## src/design/ccc_pkg.sv

```systemverilog
// Shared types and constants for the cross-monitor copy check unit.
// Depends on nothing; used by the controller, the datapath and the top level.
`default_nettype none
package ccc_pkg;

	localparam int MAX_MONITORS = 16;
	localparam int IDX_W        = $clog2(MAX_MONITORS);
	localparam int CNT_W        = 5;
	localparam int COORD_W      = 19;
	localparam int PROBES       = 8;

	localparam logic REG_MONITOR_COUNT = 1'b0;
	localparam logic [CNT_W-1:0] COUNT_RESET = 5'd1;

	typedef enum logic {
		OP_WRITE = 1'b0,
		OP_QUERY = 1'b1
	} opcode_t;

	typedef logic signed [COORD_W-1:0] coord_t;

	typedef struct packed {
		logic             wr;
		logic             start;
		logic             min_en;
		logic             probe_en;
		logic [IDX_W-1:0] idx;
	} cmd_t;

	typedef struct packed {
		logic flag;
	} stat_t;

endpackage
`default_nettype wire

```

## src/design/cross_monitor_copy_check_unit.sv

```systemverilog
// Cross-monitor copy check, top level: APB register, controller and datapath.
// A write word is taken while the unit is idle and the next word may follow at once.
// A query with n >= 2 monitors in use runs a minimum pass then a probe pass, one entry
// per cycle, and then shows its result; with n <= 1 it goes straight to the result.
// No new word is taken until the result is issued. A held result word stalls it.
// Reset clears the table to zero, monitor_count to 1 and the output word.
`default_nettype none
module cross_monitor_copy_check_unit (
	input  wire logic                      clk,
	input  wire logic                      arst_n,
	input  wire logic                      psel,
	input  wire logic                      penable,
	input  wire logic                      pwrite,
	input  wire logic [2:0]                paddr,
	input  wire logic [31:0]               pwdata,
	output logic [31:0]                    prdata,
	output logic                           pready,
	input  wire logic                      in_valid,
	output logic                           in_ready,
	input  wire logic                      opcode,
	input  wire logic [ccc_pkg::IDX_W-1:0] entry_index,
	input  wire logic signed [15:0]        entry_left,
	input  wire logic signed [15:0]        entry_top,
	input  wire logic [13:0]               entry_width,
	input  wire logic [13:0]               entry_height,
	input  wire logic signed [15:0]        src_x,
	input  wire logic signed [15:0]        src_y,
	input  wire logic [13:0]               copy_width,
	input  wire logic [13:0]               copy_height,
	input  wire logic signed [15:0]        dst_x,
	input  wire logic signed [15:0]        dst_y,
	output logic                           out_valid,
	input  wire logic                      out_ready,
	output logic                           decompose
);

	logic [ccc_pkg::CNT_W-1:0] monitor_count_q;
	ccc_pkg::cmd_t             cmd;
	ccc_pkg::stat_t            stat;

	assign pready = 1'b1;

	always_ff @(posedge clk or negedge arst_n) begin
		if (!arst_n) begin
			monitor_count_q <= ccc_pkg::COUNT_RESET;
		end else if (psel && penable && pwrite && (paddr[2] == ccc_pkg::REG_MONITOR_COUNT)) begin
			monitor_count_q <= pwdata[ccc_pkg::CNT_W-1:0];
		end
	end

	always_comb begin
		unique case (paddr[2])
			ccc_pkg::REG_MONITOR_COUNT: prdata = 32'(monitor_count_q);
			default:                    prdata = '0;
		endcase
	end

	ccc_ctrl u_ctrl (
		.clk           (clk),
		.arst_n        (arst_n),
		.in_valid      (in_valid),
		.in_ready      (in_ready),
		.opcode        (opcode),
		.monitor_count (monitor_count_q),
		.out_valid     (out_valid),
		.out_ready     (out_ready),
		.decompose     (decompose),
		.cmd           (cmd),
		.stat          (stat)
	);

	ccc_dpath u_dpath (
		.clk          (clk),
		.arst_n       (arst_n),
		.cmd          (cmd),
		.entry_index  (entry_index),
		.entry_left   (entry_left),
		.entry_top    (entry_top),
		.entry_width  (entry_width),
		.entry_height (entry_height),
		.src_x        (src_x),
		.src_y        (src_y),
		.copy_width   (copy_width),
		.copy_height  (copy_height),
		.dst_x        (dst_x),
		.dst_y        (dst_y),
		.stat         (stat)
	);

	a_write_no_result: assert property (@(posedge clk) disable iff (!arst_n)
		(in_valid && in_ready && (opcode == ccc_pkg::OP_WRITE)) |=> !$rose(out_valid))
		else $error("write word produced a result");

	a_result_while_busy: assert property (@(posedge clk) disable iff (!arst_n)
		$rose(out_valid) |-> $past(!in_ready))
		else $error("result raised while input side was idle");

	a_single_monitor_flag: assert property (@(posedge clk) disable iff (!arst_n)
		(out_valid && (monitor_count_q <= ccc_pkg::CNT_W'(1))) |-> !decompose)
		else $error("decompose set with a single monitor");

endmodule
`default_nettype wire

```

## src/design/ccc_ctrl.sv

```systemverilog
// Sequencer of the cross-monitor copy check: minimum pass, probe pass, result word.
// Depends on ccc_pkg; drives ccc_dpath through cmd_t and reads stat_t back.
`default_nettype none
module ccc_ctrl (
	input  wire logic                       clk,
	input  wire logic                       arst_n,
	input  wire logic                       in_valid,
	output logic                            in_ready,
	input  wire logic                       opcode,
	input  wire logic [ccc_pkg::CNT_W-1:0]  monitor_count,
	output logic                            out_valid,
	input  wire logic                       out_ready,
	output logic                            decompose,
	output ccc_pkg::cmd_t                   cmd,
	input  wire ccc_pkg::stat_t             stat
);

	typedef enum logic [3:0] {
		ST_IDLE   = 4'b0001,
		ST_MIN    = 4'b0010,
		ST_PROBE  = 4'b0100,
		ST_FINISH = 4'b1000
	} state_t;

	state_t                      state_q;
	logic [ccc_pkg::IDX_W-1:0]   idx_q;
	logic                        out_valid_q;
	logic                        decompose_q;
	logic [ccc_pkg::CNT_W-1:0]   used;
	logic [ccc_pkg::IDX_W-1:0]   last_idx;
	logic                        at_last;
	logic                        accept;
	logic                        slot_free;

	assign used = (monitor_count > ccc_pkg::CNT_W'(ccc_pkg::MAX_MONITORS)) ?
		ccc_pkg::CNT_W'(ccc_pkg::MAX_MONITORS) : monitor_count;
	assign last_idx  = ccc_pkg::IDX_W'(used - ccc_pkg::CNT_W'(1));
	assign at_last   = (idx_q == last_idx);
	assign in_ready  = (state_q == ST_IDLE);
	assign accept    = in_valid && in_ready;
	assign slot_free = !out_valid_q || out_ready;
	assign out_valid = out_valid_q;
	assign decompose = decompose_q;

	always_comb begin
		cmd.wr       = accept && (opcode == ccc_pkg::OP_WRITE);
		cmd.start    = accept && (opcode == ccc_pkg::OP_QUERY);
		cmd.min_en   = (state_q == ST_MIN);
		cmd.probe_en = (state_q == ST_PROBE);
		cmd.idx      = idx_q;
	end

	always_ff @(posedge clk or negedge arst_n) begin
		if (!arst_n) begin
			state_q     <= ST_IDLE;
			idx_q       <= '0;
			out_valid_q <= 1'b0;
			decompose_q <= 1'b0;
		end else begin
			if (out_valid_q && out_ready) begin
				out_valid_q <= 1'b0;
			end
			unique case (state_q)
				ST_IDLE: begin
					idx_q <= '0;
					if (cmd.start) begin
						state_q <= (used > ccc_pkg::CNT_W'(1)) ? ST_MIN : ST_FINISH;
					end
				end
				ST_MIN: begin
					if (at_last) begin
						idx_q   <= '0;
						state_q <= ST_PROBE;
					end else begin
						idx_q <= idx_q + ccc_pkg::IDX_W'(1);
					end
				end
				ST_PROBE: begin
					if (at_last) begin
						idx_q   <= '0;
						state_q <= ST_FINISH;
					end else begin
						idx_q <= idx_q + ccc_pkg::IDX_W'(1);
					end
				end
				ST_FINISH: begin
					if (slot_free) begin
						out_valid_q <= 1'b1;
						decompose_q <= stat.flag;
						state_q     <= ST_IDLE;
					end
				end
				default: begin
					state_q <= ST_IDLE;
				end
			endcase
		end
	end

endmodule
`default_nettype wire

```

## src/design/ccc_dpath.sv

```systemverilog
// Datapath of the cross-monitor copy check: monitor table, minimum offsets,
// eight corner probes and their first-hit monitors. Depends on ccc_pkg.
`default_nettype none
module ccc_dpath (
	input  wire logic                      clk,
	input  wire logic                      arst_n,
	input  wire ccc_pkg::cmd_t             cmd,
	input  wire logic [ccc_pkg::IDX_W-1:0] entry_index,
	input  wire logic signed [15:0]        entry_left,
	input  wire logic signed [15:0]        entry_top,
	input  wire logic [13:0]               entry_width,
	input  wire logic [13:0]               entry_height,
	input  wire logic signed [15:0]        src_x,
	input  wire logic signed [15:0]        src_y,
	input  wire logic [13:0]               copy_width,
	input  wire logic [13:0]               copy_height,
	input  wire logic signed [15:0]        dst_x,
	input  wire logic signed [15:0]        dst_y,
	output ccc_pkg::stat_t                 stat
);

	logic signed [15:0] mon_left_q   [ccc_pkg::MAX_MONITORS];
	logic signed [15:0] mon_top_q    [ccc_pkg::MAX_MONITORS];
	logic [13:0]        mon_width_q  [ccc_pkg::MAX_MONITORS];
	logic [13:0]        mon_height_q [ccc_pkg::MAX_MONITORS];

	logic signed [15:0] min_l_q;
	logic signed [15:0] min_t_q;

	ccc_pkg::coord_t           px_q    [ccc_pkg::PROBES];
	ccc_pkg::coord_t           py_q    [ccc_pkg::PROBES];
	logic                      found_q [ccc_pkg::PROBES];
	logic [ccc_pkg::IDX_W-1:0] hit_q   [ccc_pkg::PROBES];

	logic [13:0]        w1;
	logic [13:0]        h1;
	ccc_pkg::coord_t    sx, sy, dx, dy, sxw, syh, dxw, dyh;
	logic signed [15:0] cur_left, cur_top;
	ccc_pkg::coord_t    l, t, r, b;
	logic               inside_p [ccc_pkg::PROBES];
	logic [ccc_pkg::PROBES-1:0] differs;

	assign w1  = (copy_width  == 14'd0) ? 14'd0 : copy_width  - 14'd1;
	assign h1  = (copy_height == 14'd0) ? 14'd0 : copy_height - 14'd1;
	assign sx  = ccc_pkg::coord_t'(src_x);
	assign sy  = ccc_pkg::coord_t'(src_y);
	assign dx  = ccc_pkg::coord_t'(dst_x);
	assign dy  = ccc_pkg::coord_t'(dst_y);
	assign sxw = sx + ccc_pkg::coord_t'(w1);
	assign syh = sy + ccc_pkg::coord_t'(h1);
	assign dxw = dx + ccc_pkg::coord_t'(w1);
	assign dyh = dy + ccc_pkg::coord_t'(h1);

	assign cur_left = mon_left_q[cmd.idx];
	assign cur_top  = mon_top_q[cmd.idx];
	assign l = ccc_pkg::coord_t'(cur_left) - ccc_pkg::coord_t'(min_l_q);
	assign t = ccc_pkg::coord_t'(cur_top)  - ccc_pkg::coord_t'(min_t_q);
	assign r = l + ccc_pkg::coord_t'(mon_width_q[cmd.idx]);
	assign b = t + ccc_pkg::coord_t'(mon_height_q[cmd.idx]);

	always_comb begin
		for (int p = 0; p < ccc_pkg::PROBES; p++) begin
			inside_p[p] = (px_q[p] >= l) && (px_q[p] < r) &&
				(py_q[p] >= t) && (py_q[p] < b);
			differs[p] = (found_q[p] != found_q[0]) ||
				(found_q[p] && (hit_q[p] != hit_q[0]));
		end
		stat.flag = |differs;
	end

	always_ff @(posedge clk or negedge arst_n) begin
		if (!arst_n) begin
			for (int i = 0; i < ccc_pkg::MAX_MONITORS; i++) begin
				mon_left_q[i]   <= '0;
				mon_top_q[i]    <= '0;
				mon_width_q[i]  <= '0;
				mon_height_q[i] <= '0;
			end
		end else if (cmd.wr) begin
			mon_left_q[entry_index]   <= entry_left;
			mon_top_q[entry_index]    <= entry_top;
			mon_width_q[entry_index]  <= entry_width;
			mon_height_q[entry_index] <= entry_height;
		end
	end

	always_ff @(posedge clk) begin
		if (cmd.start) begin
			min_l_q <= '0;
			min_t_q <= '0;
			px_q[0] <= sx;  py_q[0] <= sy;
			px_q[1] <= sxw; py_q[1] <= sy;
			px_q[2] <= sx;  py_q[2] <= syh;
			px_q[3] <= sxw; py_q[3] <= syh;
			px_q[4] <= dx;  py_q[4] <= dy;
			px_q[5] <= dxw; py_q[5] <= dy;
			px_q[6] <= dx;  py_q[6] <= dyh;
			px_q[7] <= dxw; py_q[7] <= dyh;
		end else if (cmd.min_en) begin
			if (cur_left < min_l_q) begin
				min_l_q <= cur_left;
			end
			if (cur_top < min_t_q) begin
				min_t_q <= cur_top;
			end
		end
	end

	always_ff @(posedge clk or negedge arst_n) begin
		if (!arst_n) begin
			for (int p = 0; p < ccc_pkg::PROBES; p++) begin
				found_q[p] <= 1'b0;
			end
		end else if (cmd.start) begin
			for (int p = 0; p < ccc_pkg::PROBES; p++) begin
				found_q[p] <= 1'b0;
			end
		end else if (cmd.probe_en) begin
			for (int p = 0; p < ccc_pkg::PROBES; p++) begin
				if (!found_q[p] && inside_p[p]) begin
					found_q[p] <= 1'b1;
				end
			end
		end
	end

	always_ff @(posedge clk) begin
		if (cmd.probe_en) begin
			for (int p = 0; p < ccc_pkg::PROBES; p++) begin
				if (!found_q[p] && inside_p[p]) begin
					hit_q[p] <= cmd.idx;
				end
			end
		end
	end

endmodule
`default_nettype wire

```

## config.mk

```make
export PLATFORM = sky130hd
export DESIGN_NAME = cross_monitor_copy_check_unit
export DESIGN_NICKNAME = d
export VERILOG_FILES = /design/src/design/ccc_pkg.sv /design/src/design/cross_monitor_copy_check_unit.sv /design/src/design/ccc_ctrl.sv /design/src/design/ccc_dpath.sv
export SDC_FILE = /design/constraint.sdc
export NUM_CORES = 2
export LEC_CHECK = 0
export CORE_MARGIN = 4
export CORE_UTILIZATION = 50
export DETAILED_ROUTE_END_ITERATION = 10
export DONT_BUFFER_PORTS = 1
export PLACE_DENSITY = 0.66
export SYNTH_ARGS = -nofsm -noshare
export SYNTH_HDL_FRONTEND = slang
export SYNTH_SLANG_ARGS = --single-unit
export TNS_END_PERCENT = 30
```

## constraint.sdc

```tcl
create_clock -name clk -period 8.45 [get_ports clk]
set_input_delay 0.845 -clock clk [delete_from_list [all_inputs] [get_ports clk]]
set_output_delay 0.845 -clock clk [all_outputs]
set_load 0.01 [all_outputs]
```

After elaboration in Yosys (flattened, before gate mapping)
Memory sizes are Yosys's and may differ from the RTL's. Cells that the tools add are included.

Register bits: 1015. Bits in writable memories: 336. Output and inout bits: 36. Word-level logic and storage cells: 321. Memories: 3.

Memory list: u_dpath.px_q (words 8, bits a word 19, rd ports 8, clocked after Yosys merged registers in 0, write ports 8, RTL line ccc_dpath.sv:30) `ccc_pkg::coord_t px_q [ccc_pkg::PROBES];`; u_dpath.py_q (words 8, bits a word 19, rd ports 8, clocked after Yosys merged registers in 0, write ports 8, RTL line ccc_dpath.sv:31) `ccc_pkg::coord_t py_q [ccc_pkg::PROBES];`; u_dpath.hit_q (words 8, bits a word 4, rd ports 8, clocked after Yosys merged registers in 0, write ports 8, RTL line ccc_dpath.sv:33) `logic [ccc_pkg::IDX_W-1:0] hit_q [ccc_pkg::PROBES];`.

Add/sub/neg operators: 12. $lt $le $gt $ge: 39. Equality and inequality tests: 23. Muxes and demuxes: 71. Bitwise gates (word level): 4. Reduce and logical (&&, ||, !) cells: 90.

Operators by type and width (count): $bwmux W256 (2); $bwmux W224 (2); $ge A19 B19 Y1 (16); $lt A19 B19 Y1 (16); $bmux W16 S4 (2); $bmux W14 S4 (2); $mux W14 (7); $mux W16 (5); $add A16 B15 Y17 (4); $demux W16 S4 (1); $demux W14 S4 (1); $logic_and A1 B1 Y1 (47); $add A19 B15 Y19 (2); $mux W1 (37); $sub A16 B16 Y17 (2); $lt A16 B16 Y1 (2); $logic_not A14 Y1 (2); $ne A4 B4 Y1 (7); $sub A14 B1 Y14 const B (2); $mux W4 (6); $reduce_and A2 Y1 (11); $reduce_bool A2 Y1 (10); $mux W8 (2); $pmux W4 S4 (1); other kinds (23) (50).

Logic depth before layout (Yosys ltp)
Depth in word-level cells: 14. Gate-level depth with buffers: 39. Depth with buffers taken out: 36.

Cells and area by module
From an unflattened synthesis, not the netlist that was laid out.

Cell total of the unflattened synthesis: 4531. Area total of the unflattened synthesis: 62219.7 sq um.

By module, submodules not included: ccc_dpath (instances 1, cells an instance 4415, area each 61072.3 sq um, sequential area each 29788.6 sq um); ccc_ctrl (instances 1, cells an instance 70, area each 679.4 sq um, sequential area each 251.5 sq um); cross_monitor_copy_check_unit (instances 1, cells an instance 46, area each 467.9 sq um, sequential area each 126.4 sq um).

Worst setup path after synthesis
OpenSTA, ideal clock, no wires.

Kind: register to register. From: reg u_ctrl.idx_q[0] (netlist name). To: mem u_dpath.hit_q[3][4] (netlist name) (enable). Library setup time: 0.361 ns. Data arrival time: 7.820 ns. Data required time: 8.089 ns. Slack: 0.269 ns. Stages on the path, launching flop included: 34. Buffers on the path: 5. Path through: dfrtp_1 buf_6 buf_6 clkbuf_1 buf_1 buf_1 mux2i_1 a221oi_1 o21ai_0 nand2_1 ha_1 nor2b_1 o21ai_0 a21boi_0 o21ai_0 a21boi_0 or2_2 a21oi_1 xnor2_1 ha_1 o21a_1 o31a_1 o41ai_1 o21a_1 nand3b_1 xor2_1 ha_1 a21oi_1 o21bai_1 a211o_1 a2111oi_0 o311ai_0 or3_1 nor3_1.

RTL lines: start: declaration (RTL line ccc_ctrl.sv:26) `logic [ccc_pkg::IDX_W-1:0] idx_q;`; start signal: assignment (RTL line ccc_ctrl.sv:75) `idx_q <= idx_q + ccc_pkg::IDX_W'(1);`; start signal: assignment (RTL line ccc_ctrl.sv:83) `idx_q <= idx_q + ccc_pkg::IDX_W'(1);`; end: declaration (RTL line ccc_dpath.sv:33).

==> results.cfg <==
[sta]
setup_violations = 0
worst_hold_slack_ns = 0.117
hold_viol_final = 0
worst_pin_slew_ns = 1.46
tns_ns = 0
fmax_mhz = 125
fin_skew_ns = 0.0208
max_slew_margin_pct = 2.86
rsz0062_at_grt = no
drv_slew = 0
post-route-period-util_pct = 95.0
timing.final.crit_period_ns = 8.03

[logic_synthesis]
synth_edf_count = 164
synth_top_flop_cell = dfrtp_1
synth_seq_cells = 1179
synth.distinct_cells = 91
synth.avg_cell_area_um2 = 12.6
yosysWarningCount = 0
async_flop_share_pct = 83.4
yosysSeqAreaShare_pct = 47.7
syn_area_um2 = 63300
synthCells = 5032

[floorplanning]
die_y_um = 364
die_x_um = 364
initial_core_util_pct = 50.3
die_area_um2 = 132000
coreArea_um2 = 126000
rows = 130
io_pins = 235

[finish]
fin_util_pct = 55.7
final_common_cell = mux2_2
fin_area_um2 = 70000
nets = 5590
drive_gt1_share_pct = 30.4
syn_to_final_growth_pct = 10.7
final_cell_mix = mux2_2, dfrtp_1, ha_1, o21ai_0, mux2i_1

[status]
status = finished, final reports clean

[route]
wl_per_cell_um = 24.2
viasPerCell = 5.99
route.detailed.drc = 0
drt-initial-drc-count = 2795
first_pass_iters = 5
final_antenna_net_count = 0
vias = 40500
drt_wl_total_um = 164000

[setup_path]
end_kind = flop
cp.required_ns = 8.90
crit_arrival_ns = 8.48
cp_slowest_stage_delay_ns = 0.60
critPathLaunchType = flop
crit_slowest_cell = dfrtp_4
crit_fanout = 18
crit_type = flop to flop

[place]
port_buffers = 0
gp_congestion = 0.892
hpwl_um = 104000
place_area_um2 = 65200

[global_routing]
overflow = 0
grt_pass1_wl_um = 250000
grt_max_degree = 984
antenna_found_initial = 7
grt_pass1_vias = 41900
grt_usage_pct = 24.7

[job]
drv_cap = 0

[hold_path]
min_path_type = input pin to async pin

[clock_network]
clk_latency_ns = 0.76
cts_root_buf = clkbuf_16
cts_buffers = 134
clock_sinks = 1179
clkTransAtPathRegs_ns = 0.06
cts_buffer_depth = 3
cts_tree = yes
htreeDepth = 4
metrics by stage:
step / setup WS [ns] / instances
3_5_place_dp: 0.113 / 6503
5_1_grt: 0.0181 / 6765
2_1_floorplan: 0.269 / 5058
6_report: 0.423 / 6766
3_3_place_gp: 0.242 / 6503
4_1_cts: 0.0827 / 6747
metal layers:
layer  vias to the layer above  share of wire, %  wire length (µm)  GRT usage (%)
li1                      18500                 -                 -              -
met4                         6               3.8              6240           9.24
met2                       871                46             75900           39.5
met5                         -             0.022                36              0
met3                       249               6.2             10200           5.94
met1                     20900                44             71300           32.7
repair_timing:
action,4_1_cts,5_1_grt
resized for setup,0,21
endpoints found under the setup margin,0,35
hold endpoints to repair,437,9
buffers inserted,0,12
cells in the mapped netlist (7+ instances only):
master	instances	area (µm²)
nand3_1	45	225
buf_1	63	236
or2_2	8	50.1
nand3b_1	11	82.6
o211ai_1	12	90.1
or3_1	15	93.8
a21o_1	75	563
o21ai_0	210	1050
nor4b_1	11	96.3
o221ai_1	29	254
a21oi_1	205	1030
mux4_2	127	2860
clkbuf_1	207	777
nor2b_1	44	275
nand4_1	29	181
o311ai_0	8	70.1
mux2_2	1023	11500
o21bai_1	13	97.6
o31ai_1	15	113
o21a_1	34	255
nor3_1	37	185
nor4_1	11	68.8
a21boi_0	24	180
o22ai_1	28	175
nor2_1	198	743
xor2_1	65	569
o41ai_1	13	114
o2111ai_1	7	61.3
inv_1	165	619
a221oi_1	35	307
nand2b_1	46	288
edfxtp_1	164	4920
a211oi_1	15	113
dfrtp_1	981	24500
a31oi_1	13	81.3
a22oi_1	35	263
ha_1	376	4700
buf_4	29	218
dfxtp_1	32	641
mux2i_1	205	2050
xnor2_1	78	683
nand2_1	170	638
a211o_1	8	70.1
fa_1	8	160
worst max-delay path: cells and delay by family, from the launching register on:
family / cells / cell delay, ns
compound gates: 12 / 2.44
xor+xnor: 2 / 0.37
fa+ha+maj: 5 / 1.51
buf+inv: 4 / 0.59
flops: 1 / 0.60
simple gates: 8 / 2.17
worst paths after layout:
| kind | from | depth (start not counted) | slack (ns) | end |
|---|---|---|---|---|
| setup / recovery | u_ctrl.idx_q[2] | 31 | 0.42 | u_dpath.hit_q[2][6] |
| hold / removal | arst_n | 1 | 0.12 | u_dpath.mon_width_q[39] |
| setup reg to reg | u_ctrl.idx_q[2] | 31 | 0.42 | u_dpath.hit_q[2][6] |
| hold reg to reg | u_dpath.min_l_q[13] | 2 | 0.49 | u_dpath.min_l_q[13] |
| max in group asynchronous | arst_n | 3 | 5.58 | u_ctrl.idx_q[1] |
| min in group clk | dst_x[15] | 0 | 0.17 | u_dpath.px_q[2][18] |
area by class of cell:
| cell class | instances | area [µm²] |
|---|---|---|
| Fill cell | 10300 | 55700 |
| Multi-Input combinational cell | 3405 | 31500 |
| Sequential cell | 1179 | 30200 |
| Clock buffer | 204 | 4000 |
| Tap cell | 1650 | 2060 |
| Timing Repair Buffer | 121 | 1130 |
| Inverter | 166 | 628 |
| Clock inverter | 40 | 512 |
| Antenna cell | 1 | 2.50 |
state kept, by name, summed over array words and instances (netlist names), 32 cells and up:
signal and count:
u_dpath.mon_left_q 256, u_dpath.mon_width_q 224, u_dpath.mon_height_q 224, u_dpath.py_q 66
u_dpath.px_q 66, u_dpath.hit_q 32, u_dpath.mon_top_q 256
kinds of logic after synthesis:
| group | count (synthesis) | synth area share, % |
|---|---|---|
| simple gates | 669 | 5.21 |
| compound gates | 822 | 8.35 |
| flops | 1179 | 47.7 |
| fa+ha+maj | 388 | 7.75 |
| xor+xnor | 143 | 1.98 |
| other cells | 2 | 0.0119 |
| mux | 1355 | 26.0 |
| buf+inv | 474 | 3.04 |
Power is left out: the tool's default activity adds up to more than one toggle a clock period on the data nets, which glitch-free logic cannot reach.
